$ cat src/sv/xtea_pkg.sv
// XTEA block cipher package: stage payload type, key type, round constants
// and the mixing function used by the round stages.
// No dependencies.
package xtea_pkg;

    localparam int          DATA_W     = 32;
    localparam int          KEY_WORDS  = 4;
    localparam int          KEY_IDX_W  = 2;
    localparam int          CFG_ADDR_W = 4;
    localparam logic [31:0] XT_DELTA   = 32'h9E37_79B9;

    typedef logic [KEY_WORDS-1:0][DATA_W-1:0] t_key;
    typedef logic [KEY_IDX_W-1:0]             t_key_idx;

    // One pipeline beat: valid bit, mode and both block halves
    typedef struct packed {
        logic              valid;
        logic              mode;
        logic [DATA_W-1:0] a;
        logic [DATA_W-1:0] b;
    } t_stage;

    // Shift-xor-add mix of one half
    function automatic logic [DATA_W-1:0] mix(input logic [DATA_W-1:0] x);
        return ((x << 4) ^ (x >> 5)) + x;
    endfunction

endpackage

$ cat src/sv/xtea_cfg_regs.sv
// XTEA key register file behind an APB-style port.
// Depends on xtea_pkg for the key type and address width.
module xtea_cfg_regs (
    input  logic                          i_clk,
    input  logic                          i_rst_n,
    input  logic                          psel,
    input  logic                          penable,
    input  logic                          pwrite,
    input  logic [xtea_pkg::CFG_ADDR_W-1:0] paddr,
    input  logic [31:0]                   pwdata,
    output logic [31:0]                   prdata,
    output logic                          pready,
    output xtea_pkg::t_key                o_key
);
    import xtea_pkg::*;

    t_key     r_key;
    t_key     n_key;
    t_key_idx w_idx;

    assign w_idx  = paddr[3:2];
    assign pready = 1'b1;

    // Update the addressed key word on the access beat
    always_comb begin
        n_key = r_key;
        if (psel && penable && pwrite) begin
            n_key[w_idx] = pwdata;
        end
    end

    always_ff @(posedge i_clk) begin
        if (!i_rst_n) begin
            r_key <= '0;
        end else begin
            r_key <= n_key;
        end
    end

    // Read back the addressed word
    assign prdata = r_key[w_idx];
    assign o_key  = r_key;

endmodule

$ cat config.mk
export PLATFORM = sky130hd
export DESIGN_NAME = xtea_cfg_regs
export DESIGN_NICKNAME = d
export VERILOG_FILES = /design/src/sv/xtea_pkg.sv /design/src/sv/xtea_cfg_regs.sv
export SDC_FILE = /design/constraint.sdc
export NUM_CORES = 1
export LEC_CHECK = 0
export ABC_AREA = 1
export BUFFER_PORTS_ARGS = -buffer_cell sky130_fd_sc_hd__buf_2
export CAP_MARGIN = 20
export CORE_ASPECT_RATIO = 2
export CORE_MARGIN = 5
export CORE_UTILIZATION = 30
export CTS_CLUSTER_SIZE = 10
export DETAILED_ROUTE_END_ITERATION = 8
export PLACE_DENSITY = 0.6
export SYNTH_ARGS = -nofsm -noshare
export SYNTH_HDL_FRONTEND = slang
export SYNTH_SLANG_ARGS = --single-unit
$ cat constraint.sdc
create_clock -name i_clk -period 2.9 [get_ports i_clk]
set_input_delay 0.435 -clock i_clk [delete_from_list [all_inputs] [get_ports i_clk]]
set_output_delay 0.435 -clock i_clk [all_outputs]
set_load 0.02 [all_outputs]
# Word level (Yosys, flattened, before mapping)
# Cells that the tools add are included.
totals:
  elab_cells: 14
  output_inout_bits: 161
  in_bits: 41
  regBits: 128
classes:
  n_reduce_logical: 3
  muxes: 5
  magnitude_cmp: 2
op_table:
  columns: ["cell", "n"]
  rows:
  - ["bitwise mux 128 bit", 1]
  - ["binary-select mux 32 bit (select 2 bit)", 1]
  - ["demux 32 bit (select 2 bit)", 1]
  - ["2-to-1 mux 32 bit", 2]
  - ["logical AND 1 bit", 3]
  - ["less-than comparator 2 x 3 -> 1 bit, second input constant", 1]
  - [">= comparator 2 x 1 -> 1 bit, second input constant", 1]

# Depth between registers and ports, before layout
# Gate-level depths: netlist (run 1).
depth:
  word_depth: 5
  ltp_mapped: 7
  depth_no_buf: 5

# Worst setup path after synthesis (run 1)
# Ideal clock, no wire load.
synth_path:
  kind: "input port to output port"
  from: "input port paddr[3] (netlist bit)"
  to: "output port prdata[0]"
  path_slack_ps: 1243
  required_ps: 2465
  arrival_time_ps: 1222
  cell_stages: 4
  n_path_buf: 1
  path_cell_list: "nor2_2 -> clkbuf_1 -> nand2_1 -> nand4_1"
synth_via:
  elab_chain_len: 2
synth_rtl:
  columns: ["element", "line", "source"]
  rows:
  - ["start: declaration", "xtea_cfg_regs.sv:9", "input logic [xtea_pkg::CFG_ADDR_W-1:0] paddr,"]
  - ["binary-select mux 32 bit (select 2 bit)", "xtea_cfg_regs.sv:41", "assign prdata = r_key[w_idx];"]
  - ["2-to-1 mux 32 bit (not written as such)", "xtea_cfg_regs.sv:41", null]
  - ["end: declaration", "xtea_cfg_regs.sv:11", "output logic [31:0] prdata,"]
# Every way passes these cells. The select of a mux whose other input is x is not followed.

# Final worst setup path (run 1)
layout_path:
  from: "input port paddr[2] (netlist bit)"
  to: "output port prdata[0]"
# Same word-level chain as after synthesis.

==> results.cfg, run 1 <==
[floorplan]
start_util = 0.3047
row_count = 72
io_pins = 202
die_height_microns = 208.4
die_area_sq_um = 22750
coreArea_sq_um = 19370
dieWidth_microns = 109.2

[sta]
max_freq_mhz = 477.0
hold_viol_final = 0
fin_crit_sh = 0.7229
relSlewSlack = 0.5676
rsz0062_at_grt = false
tns_ns = 0
setup_viol = 0
worst_pin_slew_ns = 0.6486
drv_slew = 0
fin_skew_ns = 0
fin_crit_ns = 2.096
hold_ws_ns = 0.3825

[yosys]
ys.flop_type = dfxtp_1
avgSynthCellArea_sq_um = 6.443
ys.warnings.count = 0
synth_top_area_frac = 0.4342
ys_seq_area_frac = 0.4342
yosys.cell_count.top_type = nand2_1
synth_edf_count = 0
ys_types = 15
synth_nets = 957
synth_area_leader_cell = dfxtp_1
synth_common_cells = nand2_1 (261), nor2_1 (257), nand3_1 (129)
synth.area.top_cells = dfxtp_1 (43%), nand2_1 (17%), nor2_1 (16%)
async_reset_ff_frac = 0
synthCells = 916
mappedNetlistArea_sq_um = 5902
synth_seq_cells = 128

[setup_path]
crit_buf_inv = 4
critPathTopFamily = buffers and inverters
crit_path_end_kind = output port
startpoint_type = input pin
regToRegSetupSlack_ns = 2.26
crit_fanout = 35
slowest_stage = buf_4
startpoint = paddr[2]
reg2reg_from = o_key[34]
cp.required_ns = 2.47
critPathArrivalTime_ns = 1.66
criticalPathCategory = input pin to output port
slowest_delay_ns = 0.39
critical_path.cell_chain = buf_2 -> nand2_1 -> inv_2 -> buf_4 -> nand2_1 -> nand4_1 -> buf_2

[global_routing]
grt_max_degree = 129
antenna_found_initial = 1
grt_pass1_vias = 5847
grt_usage = 0.1819
grt_pass1_wl_microns = 32070
overflow = 0

[route]
first_iter_violations = 330
drtPass1Iterations = 5
ant_nets = 0
avgRoutedWirePerCell_microns = 15.12
vias_per_cell = 4.647
wirelength_microns = 20550
num_vias = 6315
drc_errors = 0

[placement]
portBuffers = 198
dpl.hpwl_microns = 13780
gp_congestion = 0.7732
dpl_cell_area_sq_um = 7101
dp.cells = 1327

[clock_tree]
cts_tree = yes
clockRootBuffer = clkbuf_16
numCtsBuffers = 17
cts_resized = 0
holdBufCountCts = 0
clk_pin_slew_worst_paths_ns = 0.06
clkSinkCount = 128
htreeDepth = 4
clk_path_buf_depth = 2
clk_latency_ns = 0.41
cts_setup_buffers = 0

[run_status]
status = completed

[cells_and_area]
fin_area_sq_um = 7715
largest_register_ffs = 128
area_growth_pct = 30.72
drive_gt1_frac = 0.2357
fin_cells = 1359
fillers = 2128
layout.nets = 1128

[power_and_ir_drop]
p_leak_nw = 3.761
p_per_area_nw_per_um2 = 582.8
fin_total_pwr_w = 0.004497
ir_drop_mv = 0.3481

[job]
max_cap_violations = 0

[min_path]
hp-start = pwdata[24]
hold_class = input pin to flip-flop
[metal layers]
layer / share of wire / routed length [microns] / GRT usage
met5: 0 / 0 / 0
met4: 0.023 / 475 / 0.06672
met1: 0.39 / 8027 / 0.1939
met2: 0.54 / 11110 / 0.3425
met3: 0.046 / 939 / 0.03567
[stage by stage]
stage	utilization	setup WS (ns)
2_1_floorplan	-	1.243
4_1_cts	0.3982	0.8010
6_report	0.3983	0.8035
3_5_place_dp	0.3666	0.8020
3_3_place_gp	0.3666	0.8179
5_1_grt	0.3983	0.7177
[worst paths after layout]
kind | cells after the start | endpoint
setup reg to reg | 2 | o_key[34]
hold / removal | 5 | o_key[56]
setup / recovery | 7 | prdata[0]
hold reg to reg | 2 | o_key[70]
[cell families (layout without fill, tap and decap cells)]
logic type,count (synthesis),in the layout,synth area share
AND/OR/NAND/NOR,686,686,0.4827
buffers and inverters,101,284,0.08247
flip-flops,128,128,0.4342
other,1,2,0.0006354
[tightest hold or removal path, stage by stage]
cell	delay [ns]
buf_2	0.07
inv_1	0.06
nand3_1	0.08
nand2_1	0.05
nor2_1	0.07
[area by class of cell]
| class | instances | area, sq um | area share |
|---|---|---|---|
| multi-input combinational | 687 | 2880 | 0.3733 |
| sequential | 128 | 2562 | 0.3321 |
| timing repair buffer | 217 | 1199 | 0.1554 |
| clock buffer | 19 | 452.9 | 0.05871 |
| tap | 259 | 324.1 | 0.04200 |
| clock inverter | 12 | 158.9 | 0.02060 |
| inverter | 36 | 135.1 | 0.01752 |
| antenna | 1 | 2.502 | 0.0003244 |
[report_power, final]
group / switching (W) / internal [W]
registers: 0.0000324 / 0.00180
clock network: 0.000816 / 0.00140
logic: 0.000314 / 0.000138
total: 0.00116 / 0.00333
[placed cells by master (no fill, tap or decap)]
master,count
clkinv_2,2
buf_2,197
clkinv_4,3
inv_2,3
buf_4,15
diode_2,1
clkbuf_16,17
inv_1,33
nand4_1,32
clkinvlp_4,2
clkbuf_8,2
inv_6,2
nand2_1,261
nand3_1,129
conb_1,1
nor2_1,256
bufinv_16,3
nor2_4,8
dfxtp_1,128
buf_12,5
Note: power is estimated with default switching activity, not from simulation.
==> run 2: changes to the inputs <==
--- a/config.mk
+++ b/config.mk
@@ -13,7 +13,7 @@
 export CORE_UTILIZATION = 30
 export CTS_CLUSTER_SIZE = 10
 export DETAILED_ROUTE_END_ITERATION = 8
-export PLACE_DENSITY = 0.6
+export PLACE_DENSITY = 0.62
 export SYNTH_ARGS = -nofsm -noshare
 export SYNTH_HDL_FRONTEND = slang
 export SYNTH_SLANG_ARGS = --single-unit
==> constraint.sdc (replaced) <==
create_clock -name i_clk -period 1.75 [get_ports i_clk]
set_input_delay 0.2625 -clock i_clk [delete_from_list [all_inputs] [get_ports i_clk]]
set_output_delay 0.2625 -clock i_clk [all_outputs]
set_load 0.02 [all_outputs]
==> results.cfg, run 2 (synthesis gave the netlist of run 1 again) <==
[run_status]
status = completed

[placement]
dpl.hpwl_microns = 13690
portBuffers = 198
preCtsSetupSlack_ns = 0.1669
gp_congestion = 0.7896

[cells_and_area]
area_growth_pct = 32.29
ff_latch_area_sq_um = 2562
final_common_cell = nand2_1
mostFrequentLayoutCells = nand2_1 (261), nor2_1 (256), buf_2 (197)
multi_input_area_sq_um = 2880
post-route-util = 0.4031
drive_gt1_frac = 0.2375
fillers = 2117
layout.nets = 1131
largest_register_ffs = 128

[power_and_ir_drop]
p_leak_nw = 3.794
ir_drop_mv = 0.5663
p_per_area_nw_per_um2 = 953.8

[route]
wirelength_microns = 20780
first_iter_violations = 292
drc_errors = 0
drtPass1Iterations = 5
ant_nets = 0
num_vias = 6366
avgRoutedWirePerCell_microns = 15.24
vias_per_cell = 4.671

[clock_tree]
holdBufCountCts = 0
clockRootBuffer = clkbuf_16
clk_pin_slew_worst_paths_ns = 0.06
clk_latency_ns = 0.41
cts_tree = yes
clk_path_buf_depth = 2
htreeDepth = 4
numCtsBuffers = 17
clkSinkCount = 128
cts_setup_buffers = 0
cts_resized = 0

[floorplan]
row_count = 72
io_pins = 202
die_area_sq_um = 22750
dieWidth_microns = 109.2
coreArea_sq_um = 19370
start_util = 0.3047
die_height_microns = 208.4

[global_routing]
grt_busiest_layer = met2
grt_max_degree = 129
grt_pass1_wl_microns = 32750
use_met2 = 0.3295
overflow = 0
grt_usage = 0.1847
use_met1 = 0.1968
antenna_found_initial = 4
use_met3 = 0.03908
grt_pass1_vias = 6157

[sta]
drv_slew = 0
fin_crit_ns = 1.562
rsz0062_at_grt = false
finalWorstSetupSlack_ns = 0.1882
tns_ns = 0
fin_skew_ns = 0
relSlewSlack = 0.6066
setup_viol = 0
hold_viol_final = 0
fin_crit_sh = 0.8924
max_freq_mhz = 640.3
worst_pin_slew_ns = 0.5901

[setup_path]
critPathArrivalTime_ns = 1.30
crit_path_end_kind = output port
reg2reg_from = o_key[123]
regToRegSetupSlack_ns = 1.10
timing.rr.end = o_key[123]
criticalPathCategory = input pin to output port
cp.required_ns = 1.49
r2r_cells = 2
crit_fanout = 56
startpoint_type = input pin

[min_path]
hold_depth = 5
hp-start = pwdata[25]
min_to = o_key[121]
hold_class = input pin to flip-flop

[job]
max_cap_violations = 0
[run 2: cell types whose count changed in the layout (fill, tap and decap cells not counted), sizes merged]
cell,delta
inv,-2
clkinv,+3
buf,+3
[run 2: cell type report]
class	instances	area share
diodes	1	0.0003205
multi-input cells	687	0.3689
clock buffers	19	0.05673
flip-flops and latches	128	0.3282
clock inverters	13	0.02099
repair buffers	220	0.1660
well taps	259	0.04151
inverters	36	0.01731
[run 2: routing by layer]
metal  vias up  share of wire
li1       3219              -
met1      2923           0.38
met2       168           0.53
met3        52          0.045
met4         4          0.041
met5         -         0.0013
[run 2: how the worst max path moves through the flow]
stage | to | start | cells after the start | slack (ns)
floorplan | prdata[0] | paddr[3] | 4 | 0.44
global placement | prdata[0] | paddr[3] | 7 | 0.19
detailed placement | prdata[0] | paddr[3] | 7 | 0.17
CTS | prdata[0] | paddr[3] | 7 | 0.17
global route | prdata[10] | paddr[2] | 7 | 0.08
finish | prdata[6] | paddr[2] | 7 | 0.19
[run 2: power by group]
part | internal [W] | leakage, nW | switching [W]
Sequential | 0.00298 | 1.04 | 0.0000528
Combinational | 0.000246 | 2.47 | 0.000524
Clock | 0.00228 | 0.293 | 0.00136
[run 2: worst max-delay path: stages]
cell and delay [ns]:
buf_2 0.17, inv_2 0.08, nor2_4 0.10, buf_12 0.28
nand2_1 0.09, nand4_1 0.08, buf_2 0.17
[run 2: per-stage QoR]
stage               cells  area, sq um  hold slack [ns]  total power [W]
finish               1363         7807           0.2109         0.007447
CTS                  1362         7805           0.1872         0.007534
global route         1363         7807           0.2157         0.007737
detailed placement   1330         7198           0.4894         0.003876
global placement     1330         7198           0.4882         0.003869
floorplan             916         5902           0.5046         0.003582
