File: src/sv/xtea_pkg.sv
// XTEA block cipher package: stage payload type, key type, round constants
// and the mixing function used by the round stages.
// No dependencies.
package xtea_pkg;

    localparam int          DATA_W     = 32;
    localparam int          KEY_WORDS  = 4;
    localparam int          KEY_IDX_W  = 2;
    localparam int          CFG_ADDR_W = 4;
    localparam logic [31:0] XT_DELTA   = 32'h9E37_79B9;

    typedef logic [KEY_WORDS-1:0][DATA_W-1:0] t_key;
    typedef logic [KEY_IDX_W-1:0]             t_key_idx;

    // One pipeline beat: valid bit, mode and both block halves
    typedef struct packed {
        logic              valid;
        logic              mode;
        logic [DATA_W-1:0] a;
        logic [DATA_W-1:0] b;
    } t_stage;

    // Shift-xor-add mix of one half
    function automatic logic [DATA_W-1:0] mix(input logic [DATA_W-1:0] x);
        return ((x << 4) ^ (x >> 5)) + x;
    endfunction

endpackage

File: src/sv/xtea_round_stage.sv
// One XTEA half-round as a registered pipeline stage; the running sum of
// the stage is a constant set by its position and the beat's mode.
// Depends on xtea_pkg for the beat type, key type and mix function.
module xtea_round_stage #(
    parameter int ROUNDS = 32,
    parameter int STAGE  = 0
) (
    input  logic             i_clk,
    input  logic             i_rst_n,
    input  xtea_pkg::t_key   i_key,
    input  xtea_pkg::t_stage i_stage,
    output xtea_pkg::t_stage o_stage
);
    import xtea_pkg::*;

    localparam bit          ODD      = 1'(STAGE % 2);
    localparam logic [31:0] ENC_MULT = 32'((STAGE / 2) + (STAGE % 2));
    localparam logic [31:0] DEC_MULT = 32'(ROUNDS - (STAGE / 2) - (STAGE % 2));
    localparam logic [31:0] ENC_SUM  = 32'(ENC_MULT * XT_DELTA);
    localparam logic [31:0] DEC_SUM  = 32'(DEC_MULT * XT_DELTA);
    localparam t_key_idx    ENC_SEL  = ODD ? ENC_SUM[12:11] : ENC_SUM[1:0];
    localparam t_key_idx    DEC_SEL  = ODD ? DEC_SUM[1:0]   : DEC_SUM[12:11];

    logic              w_upd_a;
    logic [DATA_W-1:0] w_src;
    logic [DATA_W-1:0] w_tgt;
    logic [DATA_W-1:0] w_mixed;
    logic [DATA_W-1:0] w_kterm;
    logic [DATA_W-1:0] w_f;
    logic [DATA_W-1:0] w_res;

    logic              r_valid;
    logic              r_mode;
    logic [DATA_W-1:0] r_a;
    logic [DATA_W-1:0] r_b;

    // Pick which half gets updated: encrypt starts on a, decrypt on b
    assign w_upd_a = (i_stage.mode == ODD);
    assign w_src   = w_upd_a ? i_stage.b : i_stage.a;
    assign w_tgt   = w_upd_a ? i_stage.a : i_stage.b;

    // Mix and key term in parallel, then fold into the target half
    always_comb begin
        w_mixed = mix(w_src);
        w_kterm = i_stage.mode ? (DEC_SUM + i_key[DEC_SEL]) : (ENC_SUM + i_key[ENC_SEL]);
        w_f     = w_mixed ^ w_kterm;
        w_res   = i_stage.mode ? (w_tgt - w_f) : (w_tgt + w_f);
    end

    // Advance the valid bit
    always_ff @(posedge i_clk) begin
        if (!i_rst_n) begin
            r_valid <= 1'b0;
        end else begin
            r_valid <= i_stage.valid;
        end
    end

    // Hold the payload of the beat
    always_ff @(posedge i_clk) begin
        r_mode <= i_stage.mode;
        r_a    <= w_upd_a ? w_res : i_stage.a;
        r_b    <= w_upd_a ? i_stage.b : w_res;
    end

    assign o_stage = '{valid: r_valid, mode: r_mode, a: r_a, b: r_b};

endmodule
File: config.mk
export PLATFORM = sky130hd
export DESIGN_NAME = xtea_round_stage
export DESIGN_NICKNAME = d
export VERILOG_FILES = /design/src/sv/xtea_pkg.sv /design/src/sv/xtea_round_stage.sv
export SDC_FILE = /design/constraint.sdc
export NUM_CORES = 1
export LEC_CHECK = 0
export ABC_AREA = 1
export BUFFER_PORTS_ARGS = -buffer_cell sky130_fd_sc_hd__buf_2
export CORE_MARGIN = 10
export CORE_UTILIZATION = 49
export DETAILED_ROUTE_END_ITERATION = 16
export PLACE_DENSITY_LB_ADDON = 0.05
export SLEW_MARGIN = 40
export SYNTH_ARGS = -nofsm -noshare
export SYNTH_HDL_FRONTEND = slang
export SYNTH_SLANG_ARGS = --single-unit
File: constraint.sdc
create_clock -name i_clk -period 6.24 [get_ports i_clk]
set_input_delay 0.936 -clock i_clk [delete_from_list [all_inputs] [get_ports i_clk]]
set_output_delay 0.936 -clock i_clk [all_outputs]
set_load 0.02 [all_outputs]
; ---- Word level (Yosys, flattened, before mapping)
; Index checks and enable logic that the tools add are counted.
[totals]
wordCells = 16
in_bits = 196
output_inout_bits = 66
regBits = 66
[classes]
n_mux = 6
n_addsub = 4
bitwise = 2
[ops]
columns = cell, n
row1 = 32-bit 2-to-1 mux, 6
row2 = 32-bit adder, 2
row3 = 32-bit adder (first input constant), 1
row4 = 32-bit subtractor, 1
row5 = 32-bit by 27-bit bitwise XOR with 32-bit output, 1
row6 = 32-bit bitwise XOR, 1

; ---- Longest topological paths before layout
; Gate-level depths: netlist of run 1.
[depth]
ltp_word = 7
mapped_depth = 48
depth_no_buf = 42

; ---- Least setup slack after synthesis of run 1
; OpenSTA, ideal clock, no wires.
[synth_path]
kind = input port to flip-flop
from = in i_stage[64] (netlist name)
to = reg r_a[31]
setup_slack_ns = -0.105
setup_time_ns = 0.114
path_buffers = 7
arrival_time_ns = 6.232
stages = 41
required_time_ns = 6.126
cell_sequence = buf_6 > buf_8 > buf_6 > buf_2 > buf_2 > clkbuf_1 > clkbuf_1 > nand2_1 > nand2_1 > ha_1 > fa_1 > xnor2_1 > ha_1 > inv_1 > nor2_1 > nand3_1 > nor2_1 > nand4_1 > [5 not listed] > nand2_2 > nand2_2 > nand2_1 > xor2_1 > ha_1 > a21oi_1 > inv_1 > a21oi_1 > nor3_1 > a211oi_1 > o21a_1 > nand2_1 > inv_1 > nand3_1 > nand2_1 > nand3_1 > nand3_1 > nand2_1
[synth_via]
elab_chain_len = 7
elab_cells_between_ends = 10
classes_between = add/sub: 3 / mux: 5 / bitwise: 2
[synth_rtl]
columns = item, line_no
row1 = start: declaration, xtea_round_stage.sv:11  ; input xtea_pkg::t_stage i_stage,
row2 = 32-bit 2-to-1 mux, xtea_round_stage.sv:39  ; assign w_src = w_upd_a ? i_stage.b : i_stage.a;
row3 = 32-bit by 27-bit bitwise XOR with 32-bit output, xtea_pkg.sv:25  ; return ((x << 4) ^ (x >> 5)) + x;
row4 = 32-bit adder, xtea_pkg.sv:25
row5 = 32-bit bitwise XOR, xtea_round_stage.sv:46  ; w_f = w_mixed ^ w_kterm;
row6 = 32-bit adder / 32-bit subtractor (equally long branches), xtea_round_stage.sv:47  ; w_res = i_stage.mode ? (w_tgt - w_f) : (w_tgt + w_f);
row7 = 32-bit 2-to-1 mux, xtea_round_stage.sv:47
row8 = 32-bit 2-to-1 mux (*), xtea_round_stage.sv:62  ; r_a <= w_upd_a ? w_res : i_stage.a;
row9 = end signal: assignment, xtea_round_stage.sv:62
row10 = end: declaration, xtea_round_stage.sv:34  ; logic [DATA_W-1:0] r_a;
; Mark *: on every way between the ends. The rest lies on a longest branch, timed or not.
; A chain may end at the register's enable or synchronous reset.

; ---- Worst setup path after layout of run 1
[layout_path]
from = in i_stage[64] (netlist name)
to = reg r_b[29]
[layout_via]
elab_chain_len = 7
elab_cells_between_ends = 10
classes_between = add/sub: 3 / mux: 5 / bitwise: 2
[layout_rtl]
columns = item, line_no
row1 = 32-bit 2-to-1 mux, xtea_round_stage.sv:39
row2 = 32-bit by 27-bit bitwise XOR with 32-bit output, xtea_pkg.sv:25
row3 = 32-bit adder, xtea_pkg.sv:25
row4 = 32-bit bitwise XOR, xtea_round_stage.sv:46
row5 = 32-bit adder / 32-bit subtractor (equally long branches), xtea_round_stage.sv:47
row6 = 32-bit 2-to-1 mux, xtea_round_stage.sv:47
row7 = 32-bit 2-to-1 mux (*), xtea_round_stage.sv:63  ; r_b <= w_upd_a ? i_stage.b : w_res;
row8 = end signal: assignment, xtea_round_stage.sv:63
row9 = end: declaration, xtea_round_stage.sv:35  ; logic [DATA_W-1:0] r_b;
; Marked as above.

==> flow_metrics.tcl, run 1 <==
set metrics [dict create \
    via_count 10590 \
    crit_buf_inv 4 \
    antenna_found_initial 0 \
    seq_area_frac_synth 0.147 \
    worst_pin_slew_ns 0.592 \
    met3_usage 0.0546 \
    hold_violations 0 \
    multi_input_area_um2 6880 \
    ys_ff_latch 66 \
    async_flop_share 0 \
    drv_cap 0 \
    cpPeakStageDelay_ns 0.47 \
    die_w_um 155 \
    synth_top_family_by_area "simple AND/OR/NAND/NOR gates" \
    crit_type "in2reg" \
    top_usage_layer "met2" \
    synth_ff_type "dfxtp_1" \
    muxShareOfSynthArea 0.00223 \
    fmax_ghz 0.172 \
    wl_mm 30.6 \
    yosysWarnings 0 \
    diodes 0 \
    p_leak_nw 5.94 \
    cp-start-kind "primary input" \
    critPathTopFamily "simple AND/OR/NAND/NOR gates" \
    syn_area_um2 8990 \
    numPortBuffers 197 \
    crit_slowest_cell "fa_1" \
    setup_violations 0 \
    root_buffer "clkbuf_16" \
    die_area_um2 24200 \
    synth_top_area_frac 0.238 \
    worstPathMaxFanout 24 \
    initial_core_util 0.499 \
    grt_overflow_total 0 \
    dr.pass1.iters 5 \
    startpoint "i_stage[64]" \
    synth.top_cells.by_count "nand2_1 (571), inv_1 (164), nand3_1 (126)" \
    cp.required_ns 6.45 \
    drcViolationCount 0 \
    finalWeightedCongestion 0.963 \
    cp_common_cell "nand2_1" \
    ant_nets 0 \
    min_path_type "in2reg" \
    cts_setup_buffers 0 \
    drv_slew 0 \
    vias_per_cell 5.25 \
    syn_nets 1845 \
    p_per_area_nw_per_um2 338 \
    htreeDepth 3 \
    detail_route.wl_per_cell_um 15.2 \
    synth.distinct_cells 46 \
    layout-drive-gt1-share 0.171 \
    area_growth_pct 18.7 \
    syn_avg_cell_area_um2 5.68 \
    synth_xor_area_frac 0.0848 \
    fp.coreArea_um2 18000 \
    seqCellArea_um2 1320 \
    fp.dieH_um 155 \
    synth-compound-area-share 0.147 \
    cts_max_path_buffers 2 \
    grt_pass1_wl_mm 48.7 \
    grt_start_max_net_pins 69 \
    synth_top_cell_by_area "nand2_1" \
    clkSlewWorstSetupHoldPaths_ns 0.05 \
    use_met1 0.322 \
    synthTopCellsByArea "nand2_1 (24%), dfxtp_1 (15%), ha_1 (9.0%)" \
    place_hpwl_mm 26.5 \
    postSynthCellCount 1582 \
    final_area_um2 10700 \
    min_from "i_stage[65]" \
    finalCriticalPeriod_ns 5.81 \
    met2_usage 0.390 \
    clock_sinks 66 \
    row_count 49 \
    numCtsBuffers 9 \
    synthMostInstantiatedCell "nand2_1" \
    arrival_ns 6.01 \
    n_fill_cell 1804 \
    drtIter0Drc 699 \
    end_kind "flop" \
    grt_pass1_vias 9934 \
    slew_headroom 0.601 \
    synth_edf_count 0 \
    nets 2046 \
    synth-simple-area-share 0.435 \
    grtUsageTotal 0.243 \
    ir_drop_v 0.000316 \
    place_area_um2 10300 \
    pin_count 262 \
    cts_tree "done" \
    synth_fa_ha_area_frac 0.0949 \
    status "finished clean" \
    fin_crit_sh 0.931 \
    setup-tns-final_ns 0 \
    rsz0062_at_grt "no" \
]
-- layout by cell type (no fill, tap or decap), types with 16 or more instances in the layout --
master,instances
dfxtp_1,66
nand3_1,126
inv_1,164
or2_2,16
nand4_1,19
xor2_1,59
xnor2_1,28
buf_4,26
o21ai_0,111
nand2_1,566
nand2_2,20
nor2_1,116
a21oi_1,73
ha_1,65
buf_2,196
-- routing by layer --
metal / vias up / share of wire
met5: - / 0
met4: 0 / 0.017
met3: 29 / 0.084
met2: 356 / 0.44
met1: 4654 / 0.46
li1: 5551 / -
-- path summary, 6_finish.rpt --
check                            end  slack (ns)  depth (start not counted)
setup / recovery     r_b[29]$_DFF_P_        0.43                         31
hold / removal    r_valid$_SDFF_PN0_        0.78                          3
-- where the power goes --
part	internal [mW]	leakage (nW)	switching [mW]
logic	0.872	5.24	1.60
clock network	0.308	0.145	0.188
registers	0.604	0.556	0.0340
-- state kept, by name (all words and copies together) (netlist names) --
name,count
r_a,32
r_mode,1
r_b,32
r_valid,1
-- through the flow --
step	setup slack, ns	util	hold slack [ns]	cells	power [mW]
after global routing	0.00133	0.592	0.807	2017	3.94
after floorplan	0.0786	-	0.964	1582	2.39
after CTS	0.454	0.590	0.781	2017	3.59
after global placement	0.239	0.574	1.11	2001	3.05
after detailed placement	0.129	0.574	1.12	2001	3.09
final	0.431	0.592	0.785	2017	3.60
-- repair_timing --
action / 4_1_cts / 5_1_grt
endpoints found under the setup margin: 0 / 4
hold buffers: 0 / 0
hold endpoints to repair: 0 / 0
gates resized for setup: 0 / 9
-- area by class of cell --
| cell class | instances | area share |
|---|---|---|
| timing repair buffer | 226 | 0.118 |
| multi-input combinational | 1312 | 0.645 |
| tap | 229 | 0.0268 |
| clock inverter | 7 | 0.00657 |
| sequential | 66 | 0.124 |
| clock buffer | 9 | 0.0211 |
| inverter | 168 | 0.0593 |
-- logic make-up after synthesis --
kind of cell,count (synthesis)
buffers and inverters,204
xor gates and xnor gates,87
muxes,2
adders and majority gates,67
and+or+nand+nor,918
DFF,66
AOI/OAI and AO/OA,238
Power figures use the tool's default switching activity.
==> run 2, diff against run 1 <==
- ABC_AREA: 1 -> unset
- CORE_UTILIZATION: 49 -> 48
==> flow_metrics.tcl, run 2 <==
set metrics [dict create \
    place_hpwl_mm 24.6 \
    die_area_um2 23300 \
    syn_avg_cell_area_um2 7.72 \
    hold_violations 0 \
    seq_area_frac_synth 0.156 \
    place_area_um2 12200 \
    pin_count 262 \
    synth.top_cells.by_count "nand2_1 (132), xnor2_1 (98), a21oi_1 (93)" \
    grt_pass1_wl_mm 49.0 \
    fmax_ghz 0.157 \
    antenna_found_initial 0 \
    layout-drive-gt1-share 0.477 \
    min_path_cells 2 \
    min_path_type "in2reg" \
    numCtsBuffers 9 \
    multi_input_area_um2 7660 \
    cp.required_ns 6.46 \
    clock_sinks 66 \
    grt_start_max_net_pins 51 \
    cts_max_path_buffers 2 \
    ant_nets 0 \
    startpoint "i_stage[64]" \
    grt_overflow_total 0 \
    via_count 10110 \
    end_kind "flop" \
    total_power_mw 5.50 \
    synth_top_cell_by_area "dfxtp_1" \
    htreeDepth 3 \
    min_from "i_stage[65]" \
    rsz0062_at_grt "yes" \
    final_area_um2 13700 \
    diodes 0 \
    synth_ff_type "dfxtp_1" \
    arrival_ns 6.60 \
    synth.distinct_cells 83 \
    cp-start-kind "primary input" \
    clkSlewWorstSetupHoldPaths_ns 0.05 \
    slew_headroom 0.650 \
    p_leak_nw 6.79 \
    async_flop_share 0 \
    status "finished with violations" \
    reg.largest.list "r_a (32), r_b (32)" \
    yosysWarnings 0 \
    seqCellArea_um2 1320 \
    detail_route.wl_per_cell_um 17.3 \
    drcViolationCount 0 \
    setup_violations 4 \
    initial_core_util 0.489 \
    post-place-ws_ns -0.697 \
    drv_slew 0 \
    drtIter0Drc 594 \
    syn_area_um2 8450 \
    drv_cap 0 \
    finalCriticalPeriod_ns 6.39 \
    n_fill_cell 1196 \
    postSynthCellCount 1094 \
    grtUsageTotal 0.251 \
    cts_tree "done" \
    numPortBuffers 197 \
    ir_drop_v 0.000287 \
    syn_nets 1357 \
    die_w_um 153 \
    layout_setup_ws_ns -0.149 \
    worst_pin_slew_ns 0.526 \
    final_common_cell "buf_4" \
    vias_per_cell 5.44 \
    synth_edf_count 0 \
    wl_mm 32.1 \
    row_count 48 \
    failed_checks "setup timing" \
    synthMostInstantiatedCell "nand2_1" \
    area_growth_pct 61.9 \
    fp.dieH_um 153 \
    grt_pass1_vias 9894 \
    fin_crit_sh 1.02 \
    worstPathMaxFanout 8 \
    p_per_area_nw_per_um2 402 \
    dr.pass1.iters 6 \
    root_buffer "clkbuf_16" \
    synth_top_area_frac 0.156 \
    synthTopCellsByArea "dfxtp_1 (16%), xnor2_1 (10%), ha_1 (9.6%)" \
    layout_common_cells "buf_4 (348), buf_2 (196), nand2_1 (118)" \
    finalWeightedCongestion 0.933 \
    nets 1891 \
    crit_type "in2reg" \
    fp.coreArea_um2 17300 \
    ys_ff_latch 66 \
]
[run 2: path summary, 6_finish.rpt]
check                       endpoint  slack [ns]
setup / recovery     r_a[31]$_DFF_P_       -0.15
hold / removal    r_valid$_SDFF_PN0_        0.81
[run 2: stage by stage]
stage | hold WS [ns] | instances | util | TNS [ns]
after floorplan | 0.964 | 1094 | - | -9.97
after CTS | 0.806 | 1840 | 0.759 | -0.0281
after global routing | 0.821 | 1858 | 0.791 | -2.61
after global placement | 1.15 | 1789 | 0.702 | -5.39
after detailed placement | 1.16 | 1789 | 0.702 | -7.41
final | 0.811 | 1858 | 0.791 | -0.227
[run 2: area by class of cell]
| class | instances | share of cell area |
|---|---|---|
| Tap cell | 225 | 0.0206 |
| Clock inverter | 5 | 0.00402 |
| Timing Repair Buffer | 566 | 0.291 |
| Clock buffer | 11 | 0.0170 |
| Sequential cell | 66 | 0.0966 |
| Inverter | 38 | 0.0110 |
| Multi-Input combinational cell | 947 | 0.560 |
[run 2: kinds of logic after synthesis]
group	after synthesis	synth area share
mux	54	0.0697
fa+ha+maj	67	0.101
compound gates	313	0.255
xor+xnor	152	0.166
flops	66	0.156
simple gates	361	0.214
buf+inv	81	0.0385
[run 2: what timing repair did]
| item | in CTS | in global routing |
|---|---|---|
| resized for setup | 81 | 77 |
| setup buffers | 32 | 17 |
| pin swaps | 44 | 66 |
| gates cloned | 3 | 2 |
| hold buffers | 0 | 0 |
| endpoints found under the setup margin | 12 | 17 |
[run 2: worst max-delay path: stages]
cell and delay, ns:
buf_16 0.13, buf_12 0.15, nor2b_4 0.13, a21oi_4 0.06, xnor2_2 0.19, ha_4 0.23, and3b_2 0.21, a221oi_4 0.35
and3_1 0.25, a21boi_2 0.08, xnor2_2 0.20, nand2_1 0.10, or4_4 0.55, or3_4 0.41, nor4_4 0.25, a41oi_2 0.17
xnor2_1 0.21, ha_1 0.27, nor2b_4 0.13, or2_4 0.22, or4_4 0.43, o22ai_4 0.23, a21bo_4 0.27, a2111oi_4 0.33
o31ai_1 0.09
[run 2: layer usage]
| layer | share of wire | GRT usage |
|---|---|---|
| met4 | 0.014 | 0.0609 |
| met5 | 0 | 0 |
| met2 | 0.46 | 0.398 |
| met1 | 0.46 | 0.342 |
| met3 | 0.066 | 0.0457 |
[run 2: power by group]
part	total [mW]	internal [mW]	switching, mW
Combinational	4.32	2.12	2.20
Sequential	0.676	0.631	0.0445
Clock	0.503	0.308	0.196
Total	5.50	3.06	2.44
==> run 3, diff against run 2 <==
- CORE_MARGIN: 10 -> unset
- CORE_UTILIZATION: 48 -> 54
- HOLD_SLACK_MARGIN: unset -> 0.03
- clock period: 6.24 -> 7.2 ns (I/O delays scaled with it)
==> flow_metrics.tcl, run 3 (synthesis gave the netlist of run 2 again) <==
set metrics [dict create \
    layout-drive-gt1-share 0.303 \
    drcViolationCount 0 \
    clock_sinks 66 \
    min_path_cells 2 \
    drv_cap 0 \
    pin_count 262 \
    die_w_um 127 \
    end_kind "flop" \
    stdcell_count 1563 \
    hold_violations 0 \
    worstPathMaxFanout 14 \
    fin_crit_sh 0.967 \
    post-place-ws_ns -0.0248 \
    final_area_um2 10700 \
    n_fill_cell 1341 \
    nets 1610 \
    wl_mm 24.1 \
    finalCriticalPeriod_ns 6.96 \
    p_leak_nw 5.17 \
    cts_max_path_buffers 2 \
    fmax_ghz 0.144 \
    grt_start_max_net_pins 47 \
    antenna_found_initial 0 \
    whs_endpoint "r_valid$_SDFF_PN0_" \
    arrival_ns 7.16 \
    grt_pass1_wl_mm 38.3 \
    vias_per_cell 5.62 \
    die_area_um2 16200 \
    dp_cells 1546 \
    numCtsBuffers 9 \
    area_growth_pct 26.6 \
    setup_violations 0 \
    cp.required_ns 7.40 \
    row_count 45 \
    reg.largest.list "r_a (32), r_b (32)" \
    final_util 0.701 \
    drv_slew 0 \
    slew_headroom 0.601 \
    min_from "i_stage[65]" \
    final_common_cell "buf_2" \
    drtIter0Drc 574 \
    min_path_type "in2reg" \
    via_count 8781 \
    initial_core_util 0.554 \
    place_hpwl_mm 20.1 \
    grt_overflow_total 0 \
    layout_common_cells "buf_2 (196), nand2_1 (126), xnor2_1 (95)" \
    place_area_um2 10400 \
    finalWeightedCongestion 0.927 \
    cp-start-kind "primary input" \
    cts_tree "done" \
    detail_route.wl_per_cell_um 15.4 \
    seqCellArea_um2 1320 \
    clkSlewWorstSetupHoldPaths_ns 0.05 \
    ir_drop_v 0.000174 \
    status "finished clean" \
    grtUsageTotal 0.296 \
    diodes 0 \
    dr.pass1.iters 6 \
    grt_pass1_vias 7805 \
    ant_nets 0 \
    crit_type "in2reg" \
    fp.coreArea_um2 15300 \
    multi_input_area_um2 6980 \
    worst_pin_slew_ns 0.599 \
    fp.dieH_um 127 \
    root_buffer "clkbuf_16" \
    p_per_area_nw_per_um2 348 \
    numPortBuffers 197 \
    layout_setup_ws_ns 0.238 \
    htreeDepth 3 \
]
[run 3: cell types whose count changed in the layout (fill, tap and decap cells not counted), moves of 8 or more]
cell / delta
xnor2_1: +12
buf_6: -8
a21oi_2: -10
xnor2_2: -12
nand2_1: +8
a21oi_1: +14
nor2b_1: +8
o21ai_0: +9
buf_4: -266
[run 3: worst max-delay path: stages]
cell	delay, ns
buf_6	0.12
buf_12	0.15
buf_4	0.16
nor2b_1	0.15
a21o_1	0.23
ha_1	0.32
and4_1	0.22
or3_1	0.41
and3_1	0.29
o2111ai_2	0.29
a21oi_1	0.12
or4_4	0.46
or3_4	0.37
nor4_4	0.32
a41oi_2	0.16
xnor2_1	0.23
ha_1	0.27
nor2b_1	0.14
or2_2	0.29
or4_1	0.43
o22ai_2	0.24
a21bo_2	0.28
a2111oi_2	0.32
o31ai_1	0.09
[run 3: per-layer routing]
metal,track usage,vias up,share of wire
li1,-,4438,-
met1,0.441,3985,0.50
met2,0.452,326,0.42
met3,0.0331,32,0.064
met4,0.0742,0,0.016
met5,0,-,0
[run 3: area by class of cell]
type	count	share of cell area
Inverter	38	0.0136
Clock inverter	4	0.00257
Tap cell	211	0.0247
Clock buffer	12	0.0230
Sequential cell	66	0.124
Multi-Input combinational cell	947	0.653
Timing Repair Buffer	285	0.160
[run 3: power breakdown]
group          total (mW)  leakage (nW)  internal, mW  switching [mW]
Clock               0.405         0.125         0.242           0.163
Combinational        2.74          4.49          1.20            1.54
Sequential          0.580         0.556         0.546          0.0341
Total                3.73          5.17          1.99            1.74
[run 3: timing repair]
action	CTS	global route
buffers inserted	0	1
hold buffers	0	0
endpoints found under the setup margin	0	2
hold endpoints to repair	0	0
resized for setup	0	14
[run 3: worst max-delay path by stage]
stage | slack, ns | endpoint | start
2_1_floorplan | -0.12 | r_a[31]$_DFF_P_ | i_stage[64]
3_3_place_gp | 0.01 | r_a[31]$_DFF_P_ | i_stage[64]
3_5_place_dp | -0.02 | r_a[31]$_DFF_P_ | i_stage[64]
4_1_cts | 0.25 | r_a[31]$_DFF_P_ | i_stage[64]
5_1_grt | -0.01 | r_a[31]$_DFF_P_ | i_stage[64]
6_report | 0.24 | r_a[31]$_DFF_P_ | i_stage[64]
[run 3: metrics by stage]
step,hold WS (ns),setup TNS [ns],total power [mW]
3_3_place_gp,1.28,0,3.23
2_1_floorplan,1.11,-0.230,2.51
5_1_grt,0.972,-0.0100,4.02
6_report,0.954,0,3.73
4_1_cts,0.955,0,3.69
3_5_place_dp,1.29,-0.0248,3.26
